### config.mk
export PLATFORM = sky130hd
export DESIGN_NAME = channel_word_format_and_bit_packer_flat
export DESIGN_NICKNAME = d
export VERILOG_FILES = /design/src/hdl/cwfp_pkg.sv /design/src/hdl/cwfp_if.sv /design/src/hdl/cwfp_front.sv /design/src/hdl/cwfp_queue.sv /design/src/hdl/cwfp_back.sv /design/src/hdl/channel_word_format_and_bit_packer.sv /design/src/flat_wrapper.sv
export SDC_FILE = /design/constraint.sdc
export NUM_CORES = 1
export LEC_CHECK = 0
export BUFFER_PORTS_ARGS = -buffer_cell sky130_fd_sc_hd__buf_2
export CAP_MARGIN = 0
export CORE_MARGIN = 3
export CORE_UTILIZATION = 60
export DETAILED_ROUTE_END_ITERATION = 8
export GPL_TIMING_DRIVEN = 0
export PLACE_DENSITY = 0.8
export SLEW_MARGIN = 0
export SYNTH_ARGS = -nofsm -noshare
export SYNTH_HDL_FRONTEND = slang
export SYNTH_SLANG_ARGS = --single-unit
export TNS_END_PERCENT = 50
### constraint.sdc
create_clock -name clk -period 4.6 [get_ports clk]
set_input_delay 0.69 -clock clk [delete_from_list [all_inputs] [get_ports clk]]
set_output_delay 0.69 -clock clk [all_outputs]
set_load 0.005 [all_outputs]
### src/hdl/cwfp_pkg.sv
// Shared types, codes and helpers of the channel word formatter and packer.
package cwfp_pkg;

  // Channel status codes.
  localparam logic [1:0] ST_ZERO_SUPP = 2'd0;
  localparam logic [1:0] ST_TOA_SUPP  = 2'd1;
  localparam logic [1:0] ST_INVALID   = 2'd2;
  localparam logic [1:0] ST_AUTO_FULL = 2'd3;

  // Configuration register indexes.
  localparam logic REG_CHARACTERIZE = 1'b0;
  localparam logic REG_PASS_THROUGH = 1'b1;

  typedef enum logic [1:0] {
    LEN16 = 2'd0,
    LEN24 = 2'd1,
    LEN32 = 2'd2
  } len_t;

  typedef struct packed {
    logic characterize;
    logic pass_through;
  } cfg_t;

  // One classified channel as it travels from the front to the back.
  typedef struct packed {
    logic        has_word;  // a code word is to be packed
    len_t        len;
    logic [31:0] word_al;   // code word, left aligned
    logic        last;
    logic        err;       // sticky error flag after this channel
  } entry_t;

  function automatic logic [5:0] len_bits(input len_t len);
    case (len)
      LEN16:   len_bits = 6'd16;
      LEN24:   len_bits = 6'd24;
      LEN32:   len_bits = 6'd32;
      default: len_bits = 6'd32;
    endcase
  endfunction

endpackage

### src/hdl/cwfp_if.sv
// Channel and packed-word stream interfaces.
interface chan_if;
  logic       valid;
  logic       ready;
  logic       channel_enabled;
  logic [1:0] status_code;
  logic [9:0] adc_value;
  logic [9:0] adc_prev;
  logic [9:0] tot_value;
  logic [9:0] toa_value;
  logic       frame_passes_zs;
  logic       frame_passes_zs_prev;
  logic       toa_forced;
  logic       last_channel;

  modport source (
    output valid, channel_enabled, status_code, adc_value, adc_prev, tot_value,
           toa_value, frame_passes_zs, frame_passes_zs_prev, toa_forced, last_channel,
    input  ready
  );
  modport sink (
    input  valid, channel_enabled, status_code, adc_value, adc_prev, tot_value,
           toa_value, frame_passes_zs, frame_passes_zs_prev, toa_forced, last_channel,
    output ready
  );
endinterface

interface word_if;
  logic        valid;
  logic        ready;
  logic [31:0] packed_word;
  logic        last_word;
  logic        zs_error;

  modport source (output valid, packed_word, last_word, zs_error, input ready);
  modport sink (input valid, packed_word, last_word, zs_error, output ready);
endinterface

### src/hdl/cwfp_front.sv
// Front end: accepts channels, builds the code word and tracks the error flag.
module cwfp_front
  import cwfp_pkg::*;
(
  input  logic   clk,
  input  logic   rst,
  input  cfg_t   cfg,
  chan_if.sink   chan,
  input  logic   q_full,
  output logic   push,
  output entry_t entry
);

  logic        err_sticky;
  logic        err_sticky_next;
  logic        drop;
  logic [31:0] word_al;
  len_t        len;

  assign chan.ready = !q_full;
  assign push       = chan.valid && chan.ready;

  always_comb begin
    drop    = 1'b0;
    len     = LEN32;
    word_al = '0;
    if (cfg.characterize) begin
      word_al = {chan.status_code, chan.adc_value, chan.tot_value, chan.toa_value};
    end else if (cfg.pass_through) begin
      word_al = {chan.status_code, chan.adc_prev,
                 (chan.status_code[1] ? chan.tot_value : chan.adc_value), chan.toa_value};
    end else begin
      case (chan.status_code)
        ST_ZERO_SUPP: begin
          if (!chan.frame_passes_zs) begin
            drop = 1'b1;
          end else if (chan.frame_passes_zs_prev) begin
            if (chan.toa_value != 10'd0 || chan.toa_forced) begin
              word_al = {2'b01, chan.adc_prev, chan.adc_value, chan.toa_value};
            end else begin
              len     = LEN24;
              word_al = {4'b0000, chan.adc_prev, chan.adc_value, 8'h00};
            end
          end else if (chan.toa_forced) begin
            len     = LEN24;
            word_al = {4'b0011, chan.adc_value, chan.toa_value, 8'h00};
          end else begin
            len     = LEN16;
            word_al = {4'b0001, chan.adc_value, 2'b00, 16'h0000};
          end
        end
        ST_TOA_SUPP: begin
          len     = LEN24;
          word_al = {4'b0010, chan.adc_prev, chan.adc_value, 8'h00};
        end
        ST_INVALID: begin
          word_al = {2'b10, chan.adc_prev, chan.adc_value, chan.toa_value};
        end
        ST_AUTO_FULL: begin
          word_al = {2'b11, chan.adc_prev, chan.tot_value, chan.toa_value};
        end
        default: begin
          word_al = '0;
        end
      endcase
    end
  end

  assign err_sticky_next = err_sticky || (push && chan.channel_enabled && drop);

  always_ff @(posedge clk) begin
    if (rst) begin
      err_sticky <= 1'b0;
    end else begin
      err_sticky <= err_sticky_next;
    end
  end

  assign entry.has_word = chan.channel_enabled && !drop;
  assign entry.len      = len;
  assign entry.word_al  = word_al;
  assign entry.last     = chan.last_channel;
  assign entry.err      = err_sticky_next;

endmodule

### src/hdl/cwfp_queue.sv
// Two-entry queue between the front end and the packer.
module cwfp_queue
  import cwfp_pkg::*;
(
  input  logic   clk,
  input  logic   rst,
  input  logic   push,
  input  entry_t wr_entry,
  output logic   full,
  output logic   q_valid,
  output entry_t head,
  input  logic   pop
);

  entry_t     slots [2];
  logic       wr_ptr;
  logic       rd_ptr;
  logic [1:0] count;

  assign full    = (count == 2'd2);
  assign q_valid = (count != 2'd0);
  assign head    = slots[rd_ptr];

  always_ff @(posedge clk) begin
    if (push) begin
      slots[wr_ptr] <= wr_entry;
    end
  end

  always_ff @(posedge clk) begin
    if (rst) begin
      wr_ptr <= 1'b0;
      rd_ptr <= 1'b0;
      count  <= 2'd0;
    end else begin
      if (push) begin
        wr_ptr <= !wr_ptr;
      end
      if (pop) begin
        rd_ptr <= !rd_ptr;
      end
      count <= count + {1'b0, push} - {1'b0, pop};
    end
  end

  a_count_range: assert property (@(posedge clk) disable iff (rst) count <= 2'd2)
    else $error("queue count out of range");
  a_pop_nonempty: assert property (@(posedge clk) disable iff (rst) pop |-> count != 2'd0)
    else $error("pop from empty queue");
  a_push_not_full: assert property (@(posedge clk) disable iff (rst) push |-> !full)
    else $error("push into full queue");

endmodule

### src/hdl/cwfp_back.sv
// Back end: merges code words into the accumulator and drives the output register.
module cwfp_back
  import cwfp_pkg::*;
(
  input  logic   clk,
  input  logic   rst,
  input  logic   q_valid,
  input  entry_t e,
  output logic   pop,
  word_if.source words
);

  logic [31:0] acc;
  logic [4:0]  fill;
  logic        word_full;
  logic        step;

  logic        out_valid;
  logic [31:0] out_word;
  logic        out_last;
  logic        out_err;

  logic [31:0] base_acc;
  logic [4:0]  base_fill;
  logic [63:0] window;
  logic [31:0] upper;
  logic [31:0] lower;
  logic [5:0]  sum;
  logic        split;
  logic        flush_full;
  logic        send_last;
  logic [31:0] acc_after;
  logic [1:0]  n_res;
  logic [31:0] r0;
  logic        r0_last;
  logic [31:0] cur_word;
  logic        cur_last;
  logic        done;
  logic        load_ok;
  logic        emit;

  always_comb begin
    base_acc   = word_full ? 32'd0 : acc;
    base_fill  = word_full ? 5'd0 : fill;
    window     = {e.word_al, 32'd0} >> base_fill;
    upper      = base_acc | window[63:32];
    lower      = window[31:0];
    sum        = {1'b0, base_fill} + len_bits(e.len);
    split      = e.has_word && (sum > 6'd32);
    flush_full = e.has_word && word_full;
    send_last  = e.last;
    if (split) begin
      acc_after = lower;
    end else if (e.has_word) begin
      acc_after = upper;
    end else begin
      acc_after = acc;
    end
    n_res = {1'b0, flush_full} + {1'b0, split} + {1'b0, send_last};
    // A held full word and a split never occur together, so a second result is the flush.
    if (flush_full) begin
      r0      = acc;
      r0_last = 1'b0;
    end else if (split) begin
      r0      = upper;
      r0_last = 1'b0;
    end else begin
      r0      = acc_after;
      r0_last = 1'b1;
    end
    cur_word = step ? acc_after : r0;
    cur_last = step ? 1'b1 : r0_last;
    done     = (n_res == 2'd2) ? step : 1'b1;
    load_ok  = !out_valid || words.ready;
    emit     = q_valid && (n_res != 2'd0) && load_ok;
    pop      = q_valid && ((n_res == 2'd0) || (load_ok && done));
  end

  always_ff @(posedge clk) begin
    if (rst) begin
      acc       <= '0;
      fill      <= '0;
      word_full <= 1'b0;
      step      <= 1'b0;
      out_valid <= 1'b0;
    end else begin
      if (emit) begin
        step      <= !done;
        out_valid <= 1'b1;
      end else if (words.ready) begin
        out_valid <= 1'b0;
      end
      if (pop) begin
        if (e.last) begin
          acc       <= '0;
          fill      <= '0;
          word_full <= 1'b0;
        end else if (e.has_word) begin
          acc       <= acc_after;
          fill      <= sum[4:0];
          word_full <= (sum == 6'd32);
        end
      end
    end
  end

  always_ff @(posedge clk) begin
    if (emit) begin
      out_word <= cur_word;
      out_last <= cur_last;
      out_err  <= e.err;
    end
  end

  assign words.valid       = out_valid;
  assign words.packed_word = out_word;
  assign words.last_word   = out_last;
  assign words.zs_error    = out_err;

  a_step_has_item: assert property (@(posedge clk) disable iff (rst) step |-> q_valid)
    else $error("second result pending without a queued item");
  a_full_fill_zero: assert property (@(posedge clk) disable iff (rst) word_full |-> fill == 5'd0)
    else $error("held full word with nonzero fill");
  a_last_clears: assert property (@(posedge clk) disable iff (rst)
      (pop && e.last) |=> (fill == 5'd0 && !word_full && acc == 32'd0))
    else $error("accumulator not cleared after group end");

endmodule

### src/hdl/channel_word_format_and_bit_packer.sv
// Top level of the channel word formatter and 32-bit MSB-first bit packer.
// One channel is accepted per clock while the queue is not full. A front end formats
// each enabled channel into a 16-, 24- or 32-bit code word and sets the sticky
// zero-suppression error flag; a two-entry queue carries classified channels to the
// packer, which merges them into a 32-bit accumulator and presents packed words through
// a single output register. A channel that yields two words (a held full word or a split
// word, followed by the end-of-group flush) leaves the queue only once both are loaded
// into the output register. Configuration is written through cfg_we, cfg_index and
// cfg_data; the user must do this only while idle, as the block does not enforce it.
module channel_word_format_and_bit_packer
  import cwfp_pkg::*;
(
  input  logic   clk,
  input  logic   rst,
  input  logic   cfg_we,
  input  logic   cfg_index,
  input  logic   cfg_data,
  chan_if.sink   chan,
  word_if.source words
);

  cfg_t   cfg;
  logic   push;
  logic   q_full;
  logic   q_valid;
  logic   pop;
  entry_t wr_entry;
  entry_t head;

  always_ff @(posedge clk) begin
    if (rst) begin
      cfg <= '0;
    end else if (cfg_we) begin
      case (cfg_index)
        REG_CHARACTERIZE: cfg.characterize <= cfg_data;
        REG_PASS_THROUGH: cfg.pass_through <= cfg_data;
        default:          cfg              <= cfg;
      endcase
    end
  end

  cwfp_front u_front (
    .clk    (clk),
    .rst    (rst),
    .cfg    (cfg),
    .chan   (chan),
    .q_full (q_full),
    .push   (push),
    .entry  (wr_entry)
  );

  cwfp_queue u_queue (
    .clk      (clk),
    .rst      (rst),
    .push     (push),
    .wr_entry (wr_entry),
    .full     (q_full),
    .q_valid  (q_valid),
    .head     (head),
    .pop      (pop)
  );

  cwfp_back u_back (
    .clk     (clk),
    .rst     (rst),
    .q_valid (q_valid),
    .e       (head),
    .pop     (pop),
    .words   (words)
  );

endmodule
### src/flat_wrapper.sv
// flat-port wrapper written by rule: the top's interface ports become plain ports
module channel_word_format_and_bit_packer_flat import cwfp_pkg::*;
  (clk, rst, cfg_we, cfg_index, cfg_data, chan_valid, chan_channel_enabled, chan_status_code, chan_adc_value, chan_adc_prev, chan_tot_value, chan_toa_value, chan_frame_passes_zs, chan_frame_passes_zs_prev, chan_toa_forced, chan_last_channel, chan_ready, words_valid, words_packed_word, words_last_word, words_zs_error, words_ready);
  chan_if chan_i ();
  word_if words_i ();
  input  logic clk;
  input  logic rst;
  input  logic cfg_we;
  input  logic cfg_index;
  input  logic cfg_data;
  input wire logic [$bits(chan_i.valid)-1:0] chan_valid;
  input wire logic [$bits(chan_i.channel_enabled)-1:0] chan_channel_enabled;
  input wire logic [$bits(chan_i.status_code)-1:0] chan_status_code;
  input wire logic [$bits(chan_i.adc_value)-1:0] chan_adc_value;
  input wire logic [$bits(chan_i.adc_prev)-1:0] chan_adc_prev;
  input wire logic [$bits(chan_i.tot_value)-1:0] chan_tot_value;
  input wire logic [$bits(chan_i.toa_value)-1:0] chan_toa_value;
  input wire logic [$bits(chan_i.frame_passes_zs)-1:0] chan_frame_passes_zs;
  input wire logic [$bits(chan_i.frame_passes_zs_prev)-1:0] chan_frame_passes_zs_prev;
  input wire logic [$bits(chan_i.toa_forced)-1:0] chan_toa_forced;
  input wire logic [$bits(chan_i.last_channel)-1:0] chan_last_channel;
  output wire logic [$bits(chan_i.ready)-1:0] chan_ready;
  output wire logic [$bits(words_i.valid)-1:0] words_valid;
  output wire logic [$bits(words_i.packed_word)-1:0] words_packed_word;
  output wire logic [$bits(words_i.last_word)-1:0] words_last_word;
  output wire logic [$bits(words_i.zs_error)-1:0] words_zs_error;
  input wire logic [$bits(words_i.ready)-1:0] words_ready;
  assign chan_i.valid = chan_valid;
  assign chan_i.channel_enabled = chan_channel_enabled;
  assign chan_i.status_code = chan_status_code;
  assign chan_i.adc_value = chan_adc_value;
  assign chan_i.adc_prev = chan_adc_prev;
  assign chan_i.tot_value = chan_tot_value;
  assign chan_i.toa_value = chan_toa_value;
  assign chan_i.frame_passes_zs = chan_frame_passes_zs;
  assign chan_i.frame_passes_zs_prev = chan_frame_passes_zs_prev;
  assign chan_i.toa_forced = chan_toa_forced;
  assign chan_i.last_channel = chan_last_channel;
  assign chan_ready = chan_i.ready;
  assign words_valid = words_i.valid;
  assign words_packed_word = words_i.packed_word;
  assign words_last_word = words_i.last_word;
  assign words_zs_error = words_i.zs_error;
  assign words_i.ready = words_ready;
  channel_word_format_and_bit_packer u_core (.clk(clk), .rst(rst), .cfg_we(cfg_we), .cfg_index(cfg_index), .cfg_data(cfg_data), .chan(chan_i), .words(words_i));
endmodule
==> impl_results.md, run 1 <==
* Root buf cell: clkbuf_16
* All-Layer GR Usage at 0.4289
* FMAX at 218.5 MHz
* Status: finished clean
* Layout area overhead at 14.14%
* Routed WL at 43600 um
* Initial drt markers at 2157
* Core Area at 17600 um2
* I/O pin cnt at 90
* Worst R2R Start: u_core.u_back.word_full
* Setup violations, final at 0
* HP Start: chan_last_channel
* RSZ-0062 raised after global routing: true
* GPL Wtd Cong at 1.069
* Syn Area/Cell at 9.362 um2
* CP max FO at 10
* Cells after synthesis at 1173
* CTS hold repair buffers at 0
* Synth cell types at 82
* Fraction of registers with async set/reset at 0
* Most common cell in the netlist: nor2_1
* Worst Reg-to-Reg Cells at 14
* R2r endpoint: u_core.u_back.words.packed_word[30]
* R2R setup slack at 20 ps
* Port-buffer cells at 87
* Pins Over Slew Limit at 0
* Worst-margin pin slew at 1164 ps
* Max Cap Viol at 0
* Vias in the first global route at 10900
* Post-synth EDFFs at 108
* Final worst setup slack at 23.23 ps
* Fillcell total at 1324
* Antenna-violating nets left at 0
* Syn Nets at 1232
* DRC at 0
* Skew-Pair Late Insertion Delay at 440 ps
* CTS tree: built
* Die Wd at 141.3 um
* Mapped cell area at 10980 um2
* H-Tree Depth at 4
* Worst endpoint data arrival time at 4690 ps
* Dpl hpwl at 31960 um
* Max-slew headroom at 0.2224
* Pre-CTS setup slack at -1462 ps
* Share of cells above drive strength 1 at 0.2058
* Sinks on Clock Net at 156
* Starting Density at 0.6241
* Peak supply drop at 0.0004620 V
* Crit path time final at 4577 ps
* Largest area contributor in the netlist: edfxtp_1
* Die height at 141.3 um
* Hold path depth at 1
* Layout Utilization at 0.7123
* Fin nets at 1348
* Vias per cell at 7.544
* Hold path endpoint: u_core.u_queue.slots[1][1]
* Vias at 11530
* Top cells by count, synth: nor2_1, edfxtp_1, nand2_1
* Die ar. at 19960 um2
* Antenna violations before repair at 2
* PD cells at 517.9 nW/um2
* Top FF cell, synth: edfxtp_1
* Crit path launch type: register
* Yosys top cell area share at 0.2953
* Static Leak at 4.712 nW
* Clock transition at path regs at 70 ps
* Largest net degree at the start of global routing at 38
* Crit path capture type: register
* First-pass GRT wire length at 65090 um
* Overall Power at 6.492 mW
* Std-Cell Rows at 48
* Post-Route Skew at 13.60 ps
* Final hold violation count at 0
* Maximum clock path buffer count at 2
* FF+latch count, synth at 156
* Area contributors post-synth: edfxtp_1, dfxtp_1, mux2i_1
* Num CTS Buffers at 17
* Sequential-to-total area share from yosys stat at 0.3828
* GRT Residual Overflow at 0
* WL per Instance at 28.53 um
* Synth Warn # at 0
* Required time of the critical path at 4710 ps
* Fin crit share at 0.9950
* HP Class: in2reg
* Critical path class: reg2reg
* DRT Pass-1 Iters at 8
-- report_power, final --
part	switching, mW	internal [mW]
sequential	0.120	1.88
combinational	1.92	1.04
clock	0.669	0.861
-- per-layer routing --
metal  vias up  track usage  wire length, um
met5         -            0               15
met4         2       0.1897             2646
li1       4773            -                -
met2      1124       0.6363            18330
met3       297       0.1419             6907
met1      5331       0.5753            15710
-- flip-flops by register name, summed over array words and instances, names as in the netlist, 2 cells and up, named ones only --
signal,flops
u_core.u_queue.count,2
u_core.u_queue.slots,74
u_core.cfg,2
u_core.u_back.acc,32
u_core.u_back.fill,5
u_core.u_back.words.packed_word,32
-- through the flow --
step	area (um2)	hold slack [ps]	TNS, ps	std cells
3_3_place_gp	11700	438.4	-89370	1485
4_1_cts	12470	439.9	0	1525
3_5_place_dp	11730	444.9	-104040	1486
5_1_grt	12530	433.2	-99.16	1527
2_1_floorplan	10980	429.5	0	1173
6_report	12530	442.7	0	1528
-- placed cells by master (no fill, tap or decap), types with 5 or more instances in the layout --
cell       count
a211o_1        8
a211oi_1      33
a21o_1         9
a21oi_1       91
a221oi_1      21
a222oi_1      12
a22oi_1        5
a311oi_1       6
a32o_1         5
a32oi_1        5
and2_1        14
buf_1          7
buf_2        107
buf_4         16
clkbuf_1      44
clkbuf_16     21
dfxtp_1       46
edfxtp_1     108
inv_1         30
inv_6          7
mux2_2        39
mux2i_1       91
mux4_2        21
nand2_1       95
nand2b_1      10
nand3_1        8
nor2_1       126
nor2b_1       13
nor3_1        35
nor4_1         5
o211ai_1      12
o21ai_0       46
o21ai_1       20
o22ai_1       47
o2bb2ai_1      6
o31ai_1        5
o32ai_1        8
or2_2          7
-- logic make-up after synthesis --
logic type | count (synthesis) | share of synthesized area
adders and majority gates | 5 | 0.006381
muxes | 156 | 0.1724
DFF | 156 | 0.3828
and+or+nand+nor | 340 | 0.1401
xor gates and xnor gates | 6 | 0.005470
buffers and inverters | 125 | 0.05401
AOI/OAI and AO/OA | 385 | 0.2388
-- worst max path at each step --
| stage | from | endpoint | slack [ps] | cells past startpoint |
|---|---|---|---|---|
| finish | u_core.u_back.word_full | u_core.u_back.words.packed_word[30] | 20 | 14 |
| detailed placement | u_core.u_back.fill[3] | u_core.u_back.words.packed_word[30] | -1460 | 14 |
| global route | u_core.u_back.word_full | u_core.u_back.words.packed_word[20] | -50 | 15 |
| floorplan | u_core.u_back.fill[3] | u_core.u_queue.count[1] | 350 | 20 |
| CTS | u_core.u_back.word_full | u_core.u_back.words.packed_word[17] | 20 | 15 |
| global placement | u_core.u_back.fill[3] | u_core.u_back.words.packed_word[25] | -1230 | 14 |
-- area by class of cell --
class,count,area [um2],share of cell area
inverter,34,133.9,0.01068
multi-input combinational,892,6255,0.4990
buffer,89,470.5,0.03753
clock inverter,10,95.09,0.007586
tap,225,281.5,0.02246
clock buffer,22,539.3,0.04302
sequential,156,4207,0.3356
timing repair inverter,1,7.507,0.0005989
antenna,1,2.502,0.0001996
timing repair buffer,98,543.0,0.04332
-- critical path, cell delays in order, from the launching register on --
cell      delay (ps)
dfxtp_2          360
clkbuf_4         210
nand2b_1         270
inv_4            190
buf_4            240
buf_4            240
ha_1             180
inv_1             60
fa_1             510
nor2b_1          170
o21ai_1          340
nand3_1          520
clkbuf_2         390
o221ai_1         330
a21oi_1          230
-- timing repair --
action,CTS,global route
endpoints found under the setup margin,110,46
pin swaps,1,1
gates resized for setup,17,11
gates cloned,1,0
buffers inserted,7,3
No activity file was read; power rests on OpenSTA's default activity.
==> run 2, diff against run 1 <==
CELL_PAD_IN_SITES_DETAIL_PLACEMENT = 0   (was unset)
CELL_PAD_IN_SITES_GLOBAL_PLACEMENT = 1   (was unset)
CORE_UTILIZATION = 48   (was 60)
PLACE_DENSITY = unset   (was 0.8)
PLACE_DENSITY_LB_ADDON = 0.1   (was unset)
==> impl_results.md, run 2 (synthesis gave the netlist of run 1 again) <==
* Die height at 157.3 um (+11%)
* Pins Over Slew Limit at 0 (unchanged)
* Skew-Pair Late Insertion Delay at 440 ps (about the same)
* Crit path capture type: register
* DRT Pass-1 Iters at 9 (+1)
* Crit path time final at 4429 ps (-148.2 ps)
* Antenna violations before repair at 0 (-2)
* Final hold violation count at 0 (unchanged)
* GRT Residual Overflow at 0 (unchanged)
* Peak supply drop at 0.0002861 V (-38%)
* CTS tree: built
* Share of cells above drive strength 1 at 0.2040 (-0.001834)
* Starting Density at 0.4955 (-0.1285)
* First-pass GRT wire length at 64110 um (-1.5%)
* Port-buffer cells at 87 (unchanged)
* Required time of the critical path at 4850 ps (+140 ps)
* Dpl hpwl at 32760 um (+2.5%)
* Vias in the first global route at 10210 (-6.3%)
* CP Cell Sequence: clkbuf_4 -> nand2b_1 -> inv_4 -> buf_6 -> buf_6 -> ha_1 -> inv_1 -> fa_1 -> nor2b_1 -> o21ai_1 -> and3_1 -> nand2_1 -> o22ai_1 -> a211oi_1 -> a21oi_1
* Static Leak at 4.676 nW (-0.76%)
* Most frequent cells in the layout: nor2_1, edfxtp_1, buf_2, nand2_1
* Max stage delay on crit path at 550 ps (+30 ps)
* Finished Layout Cells at 1580 (+3.4%)
* CP most frequent cell: buf_6
* PD cells at 507.1 nW/um2 (-2.1%)
* Largest net degree at the start of global routing at 38 (unchanged)
* Num CTS Buffers at 17 (unchanged)
* Crit path launch type: register
* Largest register FFs at 74 (unchanged)
* Worst R2R Start: u_core.u_back.word_full
* Crit path max-delay cell type: and3_1
* Root buf cell: clkbuf_16
* HP Class: in2reg
* Clock transition at path regs at 70 ps (about the same)
* I/O pin cnt at 90 (unchanged)
* Fin crit share at 0.9627 (-0.03222)
* Std-Cell Rows at 54 (+13%)
* Maximum clock path buffer count at 2 (unchanged)
* Max Cap Viol at 0 (unchanged)
* GPL Wtd Cong at 0.9912 (-7.3%)
* Setup violations, final at 0 (unchanged)
* Antenna-violating nets left at 0 (unchanged)
* Worst Setup SP: u_core.u_back.word_full
* Initial drt markers at 1743 (-19%)
* H-Tree Depth at 4 (unchanged)
* Post-Place Cells at 1542 (+3.8%)
* HP Start: chan_last_channel
* Status: finished clean
* Vias per cell at 6.899 (-8.6%)
* Routed WL at 43120 um (-1.1%)
* Max-slew headroom at 0.2802 (+0.05779)
* DRC at 0 (unchanged)
* Worst endpoint data arrival time at 4680 ps (about the same)
* Post-Route Skew at 15.76 ps (+2.154 ps)
* Die Wd at 157.3 um (+11%)
* Fin nets at 1345 (-0.22%)
* Register name with the most flops: u_core.u_queue.slots
* Most common cell after layout, fill and taps aside: nor2_1
* Sinks on Clock Net at 156 (unchanged)
* Die ar. at 24730 um2 (+24%)
* Core Area at 22160 um2 (+26%)
* Buf+Inv Stages, Crit Path at 5 (-1)
* Layout area overhead at 14.74%
* All-Layer GR Usage at 0.3470 (-0.08195)
* Worst-margin pin slew at 1080 ps (-84.28 ps)
* CP delay by family, top: simple AND/OR/NAND/NOR gates
* Critical path class: reg2reg
* CP max FO at 10 (unchanged)
* WHS at 442.8 ps (+0.1930 ps)
* WL per Instance at 27.29 um (-4.4%)
* Vias at 10900 (-5.4%)
* CTS hold repair buffers at 0 (unchanged)
* FMAX at 225.8 MHz (+3.3%)
[run 2: metal layers]
metal,wire (um),vias up,global-route usage
met3,5010,112,0.07534
met4,1339,0,0.09215
met5,0,-,0
met2,18740,711,0.5219
li1,-,4746,-
met1,18020,5331,0.5088
[run 2: layout make-up]
cell class | count | area, um2
Antenna cell | 1 | 2.502
Buffer | 89 | 476.7
Clock buffer | 17 | 425.4
Clock inverter | 15 | 173.9
Fill cell | 2024 | 9560
Inverter | 34 | 133.9
Multi-Input combinational cell | 892 | 6292
Sequential cell | 156 | 4205
Tap cell | 280 | 350.3
Timing Repair Buffer | 95 | 533.0
Timing Repair inverter | 1 | 7.507
[run 2: power breakdown]
group	leakage [nW]	switching [mW]	internal [mW]
Clock	0.287	0.664	0.820
Sequential	1.41	0.105	1.88
Combinational	2.98	1.88	1.04
[run 2: worst paths after layout]
path	slack, ps	end	depth (start not counted)
setup / recovery	170	u_core.u_back.words.packed_word[19]	15
hold reg to reg	470	u_core.u_back.acc[11]	2
hold / removal	440	u_core.u_queue.slots[1][1]	1
setup reg to reg	170	u_core.u_back.words.packed_word[19]	15
[run 2: stage by stage]
stage | total power, mW | instance area [um2] | util | setup slack [ps] | setup TNS, ps
global route | 6.646 | 12600 | 0.5685 | -9.857 | -9.857
CTS | 6.256 | 12510 | 0.5644 | 7.140 | 0
finish | 6.390 | 12600 | 0.5686 | 171.4 | 0
global placement | 4.686 | 11770 | 0.5310 | -1344 | -103300
floorplan | 3.745 | 10980 | - | 347.4 | 0
detailed placement | 4.717 | 11820 | 0.5332 | -1423 | -106900
[run 2: worst register-to-register path, delay by kind of cell (launching register included)]
family                   cells  cell delay, ps
AND/OR/NAND/NOR              4            1260
AO/OA/AOI/OAI                4            1100
buffers and inverters        5             850
adder cells (fa/ha/maj)      2             650
flip-flops                   1             380
[run 2: timing repair]
item                       CTS  global route
resized for setup           12            23
pin swaps                    1             0
setup endpoints to repair  109            93
gates cloned                 1             0
setup buffers                6             0
